File: src/hw/rtl/lattice_boltzmann_cell_collide_defines.svh
// ----------------------------------------------------------------------------
// Lattice Boltzmann cell collision: assertion macros
// Shared assertion forms, clocked on clk_i and disabled while rst_ni is low.
// ----------------------------------------------------------------------------
`ifndef LATTICE_BOLTZMANN_CELL_COLLIDE_DEFINES_SVH
`define LATTICE_BOLTZMANN_CELL_COLLIDE_DEFINES_SVH

// The consequent holds in the same cycle as the antecedent.
`define LBMCC_ASSERT_IMP(lbl, ante, cons) \
  lbl: assert property (@(posedge clk_i) disable iff (!rst_ni) (ante) |-> (cons)) \
    else $error("lbmcc assertion failed");

// The consequent holds in the cycle after the antecedent.
`define LBMCC_ASSERT_NEXT(lbl, ante, cons) \
  lbl: assert property (@(posedge clk_i) disable iff (!rst_ni) (ante) |=> (cons)) \
    else $error("lbmcc assertion failed");

`endif

File: src/hw/rtl/lbmcc_pkg.sv
// ----------------------------------------------------------------------------
// lbmcc_pkg
// Types, constants and fixed-point helpers for the D2Q9 BGK collision pipe.
// ----------------------------------------------------------------------------
`timescale 1ns / 1ps
`default_nettype none

package lbmcc_pkg;

  localparam int unsigned NumDir = 9;
  localparam int unsigned WideW = 48;
  localparam int unsigned MagW = 42;
  localparam int unsigned HalfW = MagW / 2;
  localparam int unsigned PpW = MagW + HalfW;
  localparam int unsigned SumW = PpW + HalfW;
  localparam int unsigned DivBits = 31;
  localparam int unsigned DivStepsPerStage = 4;
  localparam int unsigned DivStages = (DivBits + DivStepsPerStage - 1) / DivStepsPerStage;
  localparam int unsigned FeqStages = 4;
  localparam int unsigned RelaxStages = 5;

  localparam logic [30:0] RelaxRateReset = 31'd2101633718;

  typedef logic signed [WideW-1:0] wide_t;

  localparam wide_t QOne = 48'sd1073741824;
  localparam wide_t RoundHalf = 48'sd536870912;
  localparam wide_t SatMax = 48'sd2147483647;
  localparam wide_t SatMin = -48'sd2147483648;

  localparam logic signed [1:0] DirX [NumDir] =
    '{2'sd1, 2'sd1, 2'sd1, 2'sd0, 2'sd0, 2'sd0, -2'sd1, -2'sd1, -2'sd1};
  localparam logic signed [1:0] DirY [NumDir] =
    '{2'sd1, 2'sd0, -2'sd1, 2'sd1, 2'sd0, -2'sd1, 2'sd1, 2'sd0, -2'sd1};
  localparam wide_t Weight [NumDir] =
    '{48'sd29826162, 48'sd119304647, 48'sd29826162, 48'sd119304647, 48'sd477218588,
      48'sd119304647, 48'sd29826162, 48'sd119304647, 48'sd29826162};

  typedef struct packed {
    logic                     solid;
    logic [NumDir-1:0][31:0]  pop;
  } cell_t;

  typedef struct packed {
    cell_t              item;
    logic signed [31:0] rho;
    logic signed [34:0] mx;
    logic signed [34:0] my;
  } sum_t;

  typedef struct packed {
    cell_t              item;
    logic signed [31:0] rho;
    logic               rho_pos;
    logic               neg_x;
    logic               neg_y;
    logic               sat_x;
    logic               sat_y;
    logic [32:0]        rem_x;
    logic [32:0]        rem_y;
    logic [30:0]        quo_x;
    logic [30:0]        quo_y;
  } div_t;

  typedef struct packed {
    logic           neg;
    logic [PpW-1:0] lo;
    logic [PpW-1:0] hi;
  } mulq_pp_t;

  typedef struct packed {
    cell_t                       item;
    logic signed [31:0]          rho;
    logic signed [31:0]          ux;
    logic signed [31:0]          uy;
    logic [NumDir-1:0][WideW-1:0] cu;
    logic [NumDir-1:0][WideW-1:0] a;
    logic [NumDir-1:0][WideW-1:0] b;
    wide_t                       uu;
    wide_t                       vv;
    mulq_pp_t [NumDir-1:0]       pp_a;
    mulq_pp_t [NumDir-1:0]       pp_b;
    mulq_pp_t                    pp_uu;
    mulq_pp_t                    pp_vv;
  } fq_t;

  typedef struct packed {
    cell_t                        item;
    logic signed [31:0]           rho;
    logic signed [31:0]           ux;
    logic signed [31:0]           uy;
    logic [NumDir-1:0][WideW-1:0] val;
    mulq_pp_t [NumDir-1:0]        pp;
  } rlx_t;

  typedef struct packed {
    logic [NumDir-1:0][31:0] post;
    logic signed [31:0]      rho;
    logic signed [31:0]      ux;
    logic signed [31:0]      uy;
  } out_t;

  function automatic logic [MagW-1:0] mag_w(wide_t v);
    wide_t m;
    m = (v < 0) ? -v : v;
    return m[MagW-1:0];
  endfunction

  // First half of a rounded Q30 product: magnitudes and two partial products.
  function automatic mulq_pp_t mulq_pp(wide_t a, wide_t b);
    logic [MagW-1:0] ua;
    logic [MagW-1:0] ub;
    mulq_pp_t r;
    ua = mag_w(a);
    ub = mag_w(b);
    r.neg = (a < 0) != (b < 0);
    r.lo = {{HalfW{1'b0}}, ua} * {{MagW{1'b0}}, ub[HalfW-1:0]};
    r.hi = {{HalfW{1'b0}}, ua} * {{MagW{1'b0}}, ub[MagW-1:HalfW]};
    return r;
  endfunction

  // Second half: sum, round half away from zero, restore the sign.
  function automatic wide_t mulq_fin(mulq_pp_t p);
    logic [SumW-1:0] s;
    logic [SumW-31:0] m;
    wide_t r;
    s = {p.hi, {HalfW{1'b0}}} + {{HalfW{1'b0}}, p.lo} + SumW'(RoundHalf);
    m = s[SumW-1:30];
    r = $signed(m[WideW-1:0]);
    return p.neg ? -r : r;
  endfunction

  function automatic logic signed [31:0] sat32(wide_t v);
    wide_t r;
    if (v > SatMax) begin
      r = SatMax;
    end else if (v < SatMin) begin
      r = SatMin;
    end else begin
      r = v;
    end
    return r[31:0];
  endfunction

  function automatic logic signed [31:0] vel_of(logic pos, logic neg, logic sat,
                                                logic [30:0] quo);
    logic signed [31:0] r;
    if (!pos) begin
      r = '0;
    end else if (sat) begin
      r = neg ? 32'sh8000_0000 : 32'sh7FFF_FFFF;
    end else begin
      r = neg ? -$signed({1'b0, quo}) : $signed({1'b0, quo});
    end
    return r;
  endfunction

endpackage

`default_nettype wire

File: src/hw/rtl/lbmcc_moments.sv
// ----------------------------------------------------------------------------
// lbmcc_moments
// Density and momentum sums, then divider set-up, over two register stages.
// ----------------------------------------------------------------------------
`timescale 1ns / 1ps
`default_nettype none

module lbmcc_moments (
  input  logic                clk_i,
  input  logic                rst_ni,
  input  logic                adv_i,
  input  logic                valid_i,
  input  lbmcc_pkg::cell_t    cell_i,
  output logic                valid_o,
  output lbmcc_pkg::div_t     div_o
);
  import lbmcc_pkg::*;

  sum_t s1_d, s1_q;
  div_t s2_d, s2_q;
  logic s1_valid_q, s2_valid_q;

  always_comb begin
    logic signed [35:0] acc;
    logic signed [34:0] mx;
    logic signed [34:0] my;
    logic signed [34:0] p;
    acc = '0;
    mx = '0;
    my = '0;
    for (int k = 0; k < NumDir; k++) begin
      p = 35'($signed(cell_i.pop[k]));
      acc = acc + 36'(p);
      if (DirX[k] > 0) mx = mx + p;
      if (DirX[k] < 0) mx = mx - p;
      if (DirY[k] > 0) my = my + p;
      if (DirY[k] < 0) my = my - p;
    end
    s1_d.item = cell_i;
    s1_d.mx = mx;
    s1_d.my = my;
    if (acc > 36'sd2147483647) begin
      s1_d.rho = 32'sh7FFF_FFFF;
    end else if (acc < -36'sd2147483648) begin
      s1_d.rho = 32'sh8000_0000;
    end else begin
      s1_d.rho = acc[31:0];
    end
  end

  always_comb begin
    logic [34:0] umx;
    logic [34:0] umy;
    logic [33:0] twice;
    umx = (s1_q.mx < 0) ? 35'(-s1_q.mx) : 35'(s1_q.mx);
    umy = (s1_q.my < 0) ? 35'(-s1_q.my) : 35'(s1_q.my);
    twice = {1'b0, s1_q.rho[31:0], 1'b0};
    s2_d.item = s1_q.item;
    s2_d.rho = s1_q.rho;
    s2_d.rho_pos = s1_q.rho > 0;
    s2_d.neg_x = s1_q.mx < 0;
    s2_d.neg_y = s1_q.my < 0;
    s2_d.sat_x = umx[33:0] >= twice;
    s2_d.sat_y = umy[33:0] >= twice;
    s2_d.rem_x = umx[32:0];
    s2_d.rem_y = umy[32:0];
    s2_d.quo_x = '0;
    s2_d.quo_y = '0;
  end

  always_ff @(posedge clk_i or negedge rst_ni) begin
    if (!rst_ni) begin
      s1_valid_q <= 1'b0;
      s2_valid_q <= 1'b0;
    end else if (adv_i) begin
      s1_valid_q <= valid_i;
      s2_valid_q <= s1_valid_q;
    end
  end

  always_ff @(posedge clk_i) begin
    if (adv_i) begin
      s1_q <= s1_d;
      s2_q <= s2_d;
    end
  end

  assign valid_o = s2_valid_q;
  assign div_o = s2_q;

endmodule

`default_nettype wire

File: config.mk
export PLATFORM = sky130hd
export DESIGN_NAME = lbmcc_moments
export DESIGN_NICKNAME = d
export VERILOG_FILES = /design/src/hw/rtl/lattice_boltzmann_cell_collide_defines.svh /design/src/hw/rtl/lbmcc_pkg.sv /design/src/hw/rtl/lbmcc_moments.sv
export SDC_FILE = /design/constraint.sdc
export NUM_CORES = 2
export LEC_CHECK = 0
export ABC_AREA = 1
export BUFFER_PORTS_ARGS = -buffer_cell sky130_fd_sc_hd__buf_4
export CAP_MARGIN = 30
export CELL_PAD_IN_SITES_DETAIL_PLACEMENT = 0
export CELL_PAD_IN_SITES_GLOBAL_PLACEMENT = 1
export CORE_MARGIN = 3
export CORE_UTILIZATION = 46
export DETAILED_ROUTE_END_ITERATION = 7
export GPL_ROUTABILITY_DRIVEN = 0
export PLACE_DENSITY_LB_ADDON = 0.12
export SLEW_MARGIN = 20
export SYNTH_ARGS = -nofsm -noshare
export SYNTH_HDL_FRONTEND = slang
export SYNTH_SLANG_ARGS = --single-unit
File: constraint.sdc
create_clock -name clk_i -period 3.6 [get_ports clk_i]
set_input_delay 0.36 -clock clk_i [delete_from_list [all_inputs] [get_ports clk_i]]
set_output_delay 0.36 -clock clk_i [all_outputs]
set_load 0.01 [all_outputs]
Yosys cells after proc, flatten, opt, wreduce, memory -nomap -nowiden

Index checks and enable logic that the tools add are counted.

$add $sub $neg: 20
Reduce and logical (&&, ||, !) cells: 0
$lt $le $gt $ge: 7
Bitwise logic cells: 0
Eq/ne operators: 0
Divide/modulo/power cells: 0
Muxes and demuxes: 3
Multiply operators: 0
Shift operators: 0

Operators with widths:

| kind                                                                    | count |
|---|---|
| 36-bit by 32-bit adder with 36-bit output                               | 4 |
| 35-bit by 32-bit subtractor with 35-bit output                          | 3 |
| 33-bit by 32-bit adder with 34-bit output                               | 3 |
| 35-bit by 1-bit < comparator with 1-bit output (second input constant)  | 2 |
| 34-bit by 32-bit subtractor with 35-bit output                          | 2 |
| 34-bit by 33-bit >= comparator with 1-bit output                        | 2 |
| 34-bit two-way mux                                                      | 2 |
| 34-bit negation                                                         | 2 |
| 32-bit by 32-bit adder with 33-bit output                               | 2 |
| 35-bit by 32-bit adder with 36-bit output                               | 1 |
| 36-bit by 32-bit > comparator with 1-bit output (second input constant) | 1 |
| 36-bit by 32-bit < comparator with 1-bit output (second input constant) | 1 |
| 34-bit by 32-bit adder with 35-bit output                               | 1 |
| 35-bit by 32-bit adder with 35-bit output                               | 1 |
| 32-bit by 32-bit subtractor with 33-bit output                          | 1 |
| 32-bit by 1-bit > comparator with 1-bit output (second input constant)  | 1 |
| 32-bit two-way mux                                                      | 1 |

Bits of input ports: 293
Memories kept: 0
Logic and storage cells: 63
Latch bits: 0
Memory bits (read-only): 0
Memory bits (writable): 0
Output and inout port bits: 455
Flip-flop bits (word level): 785

Logic depth before layout (Yosys ltp)

Depth in word-level cells: 10
Gate-level depth with buffers: 27

Worst setup path before layout

No wires, ideal clock.

Path type: input port to flip-flop
Start point: input cell_i[2] in the netlist's numbering
End point: register s1_q[100] in the netlist's numbering, data pin
Arrival time: 4,390 ps
Data required time: 3,348 ps
Cell stages on the path: 23
Setup slack: -1,042 ps
Library setup time: 252 ps
Cell sequence: inv_1 fa_1 inv_1 fa_1 fa_1 inv_1 fa_1 inv_1 ha_1 fa_1 nand2_1 nand2_1 nand3b_1 nand2_1 nand2_1 nand2_2 nand2_2 nand3b_1 nand2_1 nand3_2 o21ai_4 buf_6 nand2_1

Cells in the longest elaborated chain, start to end: 10
Elaborated cells on any way between the ends: 11
Those cells by class: 8 x add/sub; 2 x order compare; 1 x mux

Ends and longest elaborated chain:

| what                                                       | line                | RTL |
|---|---|---|
| from (decl)                                                | lbmcc_moments.sv:13 | `input lbmcc_pkg::cell_t cell_i,` |
| 32-bit by 32-bit adder with 33-bit output (*)              | lbmcc_moments.sv:33 | `acc = acc + 36'(p);` |
| 33-bit by 32-bit adder with 34-bit output (*)              | lbmcc_moments.sv:33 |  |
| 34-bit by 32-bit adder with 35-bit output (*)              | lbmcc_moments.sv:33 |  |
| 35-bit by 32-bit adder with 36-bit output (*)              | lbmcc_moments.sv:33 |  |
| 36-bit by 32-bit adder with 36-bit output (*) (4 in a row) | lbmcc_moments.sv:33 |  |
| 36-bit by 32-bit < comparator with 1-bit output            | lbmcc_moments.sv:44 | `end else if (acc < -36'sd2147483648) begin` |
| 32-bit two-way mux                                         | lbmcc_moments.sv:44 |  |
| to (signal assigned)                                       | lbmcc_moments.sv:83 | `s1_q <= s1_d;` |
| to (decl)                                                  | lbmcc_moments.sv:19 | `sum_t s1_d, s1_q;` |

Mark *: on every way between the ends. The rest lies on a longest branch, timed or not.
A chain may end at the register's enable or synchronous reset.

Worst setup path after layout

Start point: input cell_i[88] in the netlist's numbering
End point: register s1_q[85] in the netlist's numbering, data pin

Cells in the longest elaborated chain, start to end: 9
Elaborated cells on any way between the ends: 10
Those cells by class: 7 x add/sub; 2 x order compare; 1 x mux

Ends and longest elaborated chain:

| what                                                       | line |
|---|---|
| 33-bit by 32-bit adder with 34-bit output (*)              | lbmcc_moments.sv:33 |
| 34-bit by 32-bit adder with 35-bit output (*)              | lbmcc_moments.sv:33 |
| 35-bit by 32-bit adder with 36-bit output (*)              | lbmcc_moments.sv:33 |
| 36-bit by 32-bit adder with 36-bit output (*) (4 in a row) | lbmcc_moments.sv:33 |
| 36-bit by 32-bit < comparator with 1-bit output            | lbmcc_moments.sv:44 |
| 32-bit two-way mux                                         | lbmcc_moments.sv:44 |

Marks and branches as above.

==> metrics.csv <==
metric;value;unit
Post-DP HPWL;113000;µm
total die area;0.1026;mm²
router iterations before antenna repair;7;
startpoint type of the worst setup path;input port;
Commonest cells post-synth;917 x inv_1, 783 x edfxtp_1, 515 x nand2_1;
final worst slack;-0.6770;ns
final period utilization;118.8;%
later-pin clock latency in the skew report;0.68;ns
cell with the most instances after synthesis;inv_1;
main combinational cell family by area after synthesis;adder cells;
CP arrival;4.71;ns
FMAX;0.2338;GHz
CTS sink cnt;785;
DRT Wirelength;141200;µm
H-tree levels;3;
Hold Path Class;input port to flip-flop;
WP buf/inv;9;
Global Route Usage Sum;27.51;%
initial antenna violation count;1;
CP most frequent cell;inv_2;
Min Hold Slack;0.03439;ns
Synth warnings;0;
Die Wd;320.3;µm
unique cell type count in the Yosys netlist;51;
Post-Syn Area;0.04544;mm²
leading post-synthesis cells by cell area;edfxtp_1 52%, fa_1 20%, inv_1 7.6%, ha_1 4.8%, nand2_1 4.3%;
worst slew pin tran;0.6715;ns
top cell type's share of synthesized area;51.75;%
Slew HR;55.23;%
clk root buf;clkbuf_16;
total of max-cap violations;0;
Longest Clk Path Bufs;3;
Synth Area in XOR/XNOR;2.853;%
Clk pin slew, worst setup/hold paths;0.06;ns
GR Overflow Total;0;
DR vias/cell;4.731;
Worst path max stage delay;0.61;ns
Critical Path, Cell by Cell;buf_4 > inv_1 > fa_2 > inv_2 > fa_1 > inv_2 > fa_2 > fa_1 > inv_2 > ha_4 > nand2_4 > buf_4 > inv_1 > a21oi_4 > a21oi_1 > nor2_1 > nand3b_1 > nand2_2 > nand3_2 > o21ai_4 > buf_12 > buf_12 > nand2_2;
slowest CP cell;fa_2;
Routed Antenna Nets;0;
Req. time, crit path;4.03;ns
vias in the first global route;34376;
# DRC;0;
Initial Utilization;46.71;%
Finished Layout Cells;6851;
layout cells sized above 1;34.89;%
fin nets;6429;
Core Area;0.09728;mm²
Top delay family on crit path;adder cells;
TNS Setup;-20.53;ns
clk_skew;0.02270;ns
RSZ-0062 raised after global routing;true;
first-pass GRT wire length;208700;µm
Avg Inst Size Synth;12.21;µm²
DR iter-0 viols;2209;
register area share after synthesis;51.86;%
number of diodes;0;
fraction of registers with async set/reset;0.2548;%
Setup-failing EPs final;32;
register bit count reported by yosys;785;
critical path type;input port to flip-flop;
Fin. Hold Viols;0;
crit path time final;4.277;ns
largest net degree at the start of global routing;96;
IO Port Bufs;685;
Rows;114;
Compound-Gate Fraction of Synth Area;3.450;%
adder-cell share of the synthesized area;24.93;%
Post-Synthesis Cells;3720;
per-cell routed wire length;20.61;µm
Post-synth EDFFs;783;
Die Y;320.3;µm
Num CTS Buffers;88;
post-synthesis mux area share;0;%
CTS tree;done;
failing checks;setup timing;
status;complete, but fails checks;
Synth area leader;edfxtp_1;
IO Pins;748;
Most used DFF post-synth;edfxtp_1;
final slew viol count;0;
layout overhead on the synthesized area;43.79;%
via count;32410;
CP Capture Type;flip-flop;
largest fanout on the critical path;8;
Simple-Gate Fraction of Synth Area;8.082;%
Final Util;67.16;%
placed instance count;6370;
[final timing paths]
| check | from | endpoint | slack, ns | cells after the start |
|---|---|---|---|---|
| max in group asynchronous | rst_ni | s1_valid_q | 2.88 | 3 |
| setup / recovery | cell_i[88] | s1_q[85] | -0.68 | 23 |
| setup reg to reg | s1_q[0] | div_o[128] | 0.11 | 21 |
| hold reg to reg | s1_q[289] | div_o[352] | 0.41 | 0 |
| min in group asynchronous | rst_ni | valid_o | 0.59 | 3 |
| hold / removal | cell_i[280] | s1_q[382] | 0.03 | 2 |
[cell type report]
cell class              instances  area [µm²]
fillers                      7457       31950
repair buffers               1710       13860
clock buffers                  99        2286
flip-flops and latches        785       23560
well taps                    1276        1597
inverters                     918        3471
clock inverters                61       695.7
multi-input cells            2002       19870
[worst register-to-register path, cell delays in order (launching register included)]
cell and delay [ns]:
edfxtp_1 0.48, inv_2 0.11, buf_4 0.12, nand3_2 0.10
or2_4 0.29, nor2_4 0.17, nand3_4 0.11, nor2_4 0.15
nand2_2 0.10, o21ai_4 0.20, nand2_1 0.11, xor2_2 0.22
ha_4 0.25, nand2_1 0.07, nor2_1 0.05, a211oi_2 0.26
buf_4 0.16, nand2_1 0.04, nand2_1 0.05, nand2_1 0.04
nand2_1 0.07, nand2_2 0.08
[sequential cells by signal, summed over array words and instances, names as in the netlist]
register / count
valid_o: 1
s1_valid_q: 1
s1_q: 391
div_o: 392
[per-stage QoR]
stage / instance area [µm²] / setup slack [ns]
2_1_floorplan: 45880 / -0.7753
3_3_place_gp: 57530 / -1.519
3_5_place_dp: 57530 / -1.568
4_1_cts: 64080 / -0.6337
5_1_grt: 65330 / -0.8339
6_report: 65330 / -0.6770
[cell families (layout without fill, tap and decap cells)]
logic type	count (synthesis)	in the layout
AOI/OAI and AO/OA	278	278
xor gates and xnor gates	148	148
adders and majority gates	631	631
buffers and inverters	994	2788
DFF	785	785
other	1	62
and+or+nand+nor	883	883
[routing by layer]
layer  up-vias  wire length, µm  GRT usage [%]
met3       166            11240          6.607
met5         -                0              0
li1      15266                -              -
met4         0             3522          7.544
met1     15921            57540          36.16
met2      1057            68900          46.03
[cell usage in the layout (no fill, tap or decap), types with 23 or more instances in the layout]
cell type      instances
edfxtp_1             783
a21oi_1              104
xor2_1                84
nor2_1               161
nand2_2               96
xnor2_1               49
o21ai_0               49
nand2_4               31
inv_1                863
nand4_1               26
ha_1                 126
a21oi_2               27
nor3_1                23
nand2_1              399
inv_2                 46
nand3_1               59
conb_1                62
clkbuf_16             92
dlygate4sd3_1        286
buf_4               1395
fa_1                 441
ha_4                  42
[timing repair]
action	in CTS	in global routing
hold buffers	286	0
endpoints found under the setup margin	42	76
pin swaps	74	139
endpoints found under the hold margin	286	0
resized for setup	146	291
setup buffers	15	24
gates cloned	2	2
Power is left out: the tool's default activity adds up to more than one toggle a clock period on the data nets, which glitch-free logic cannot reach.
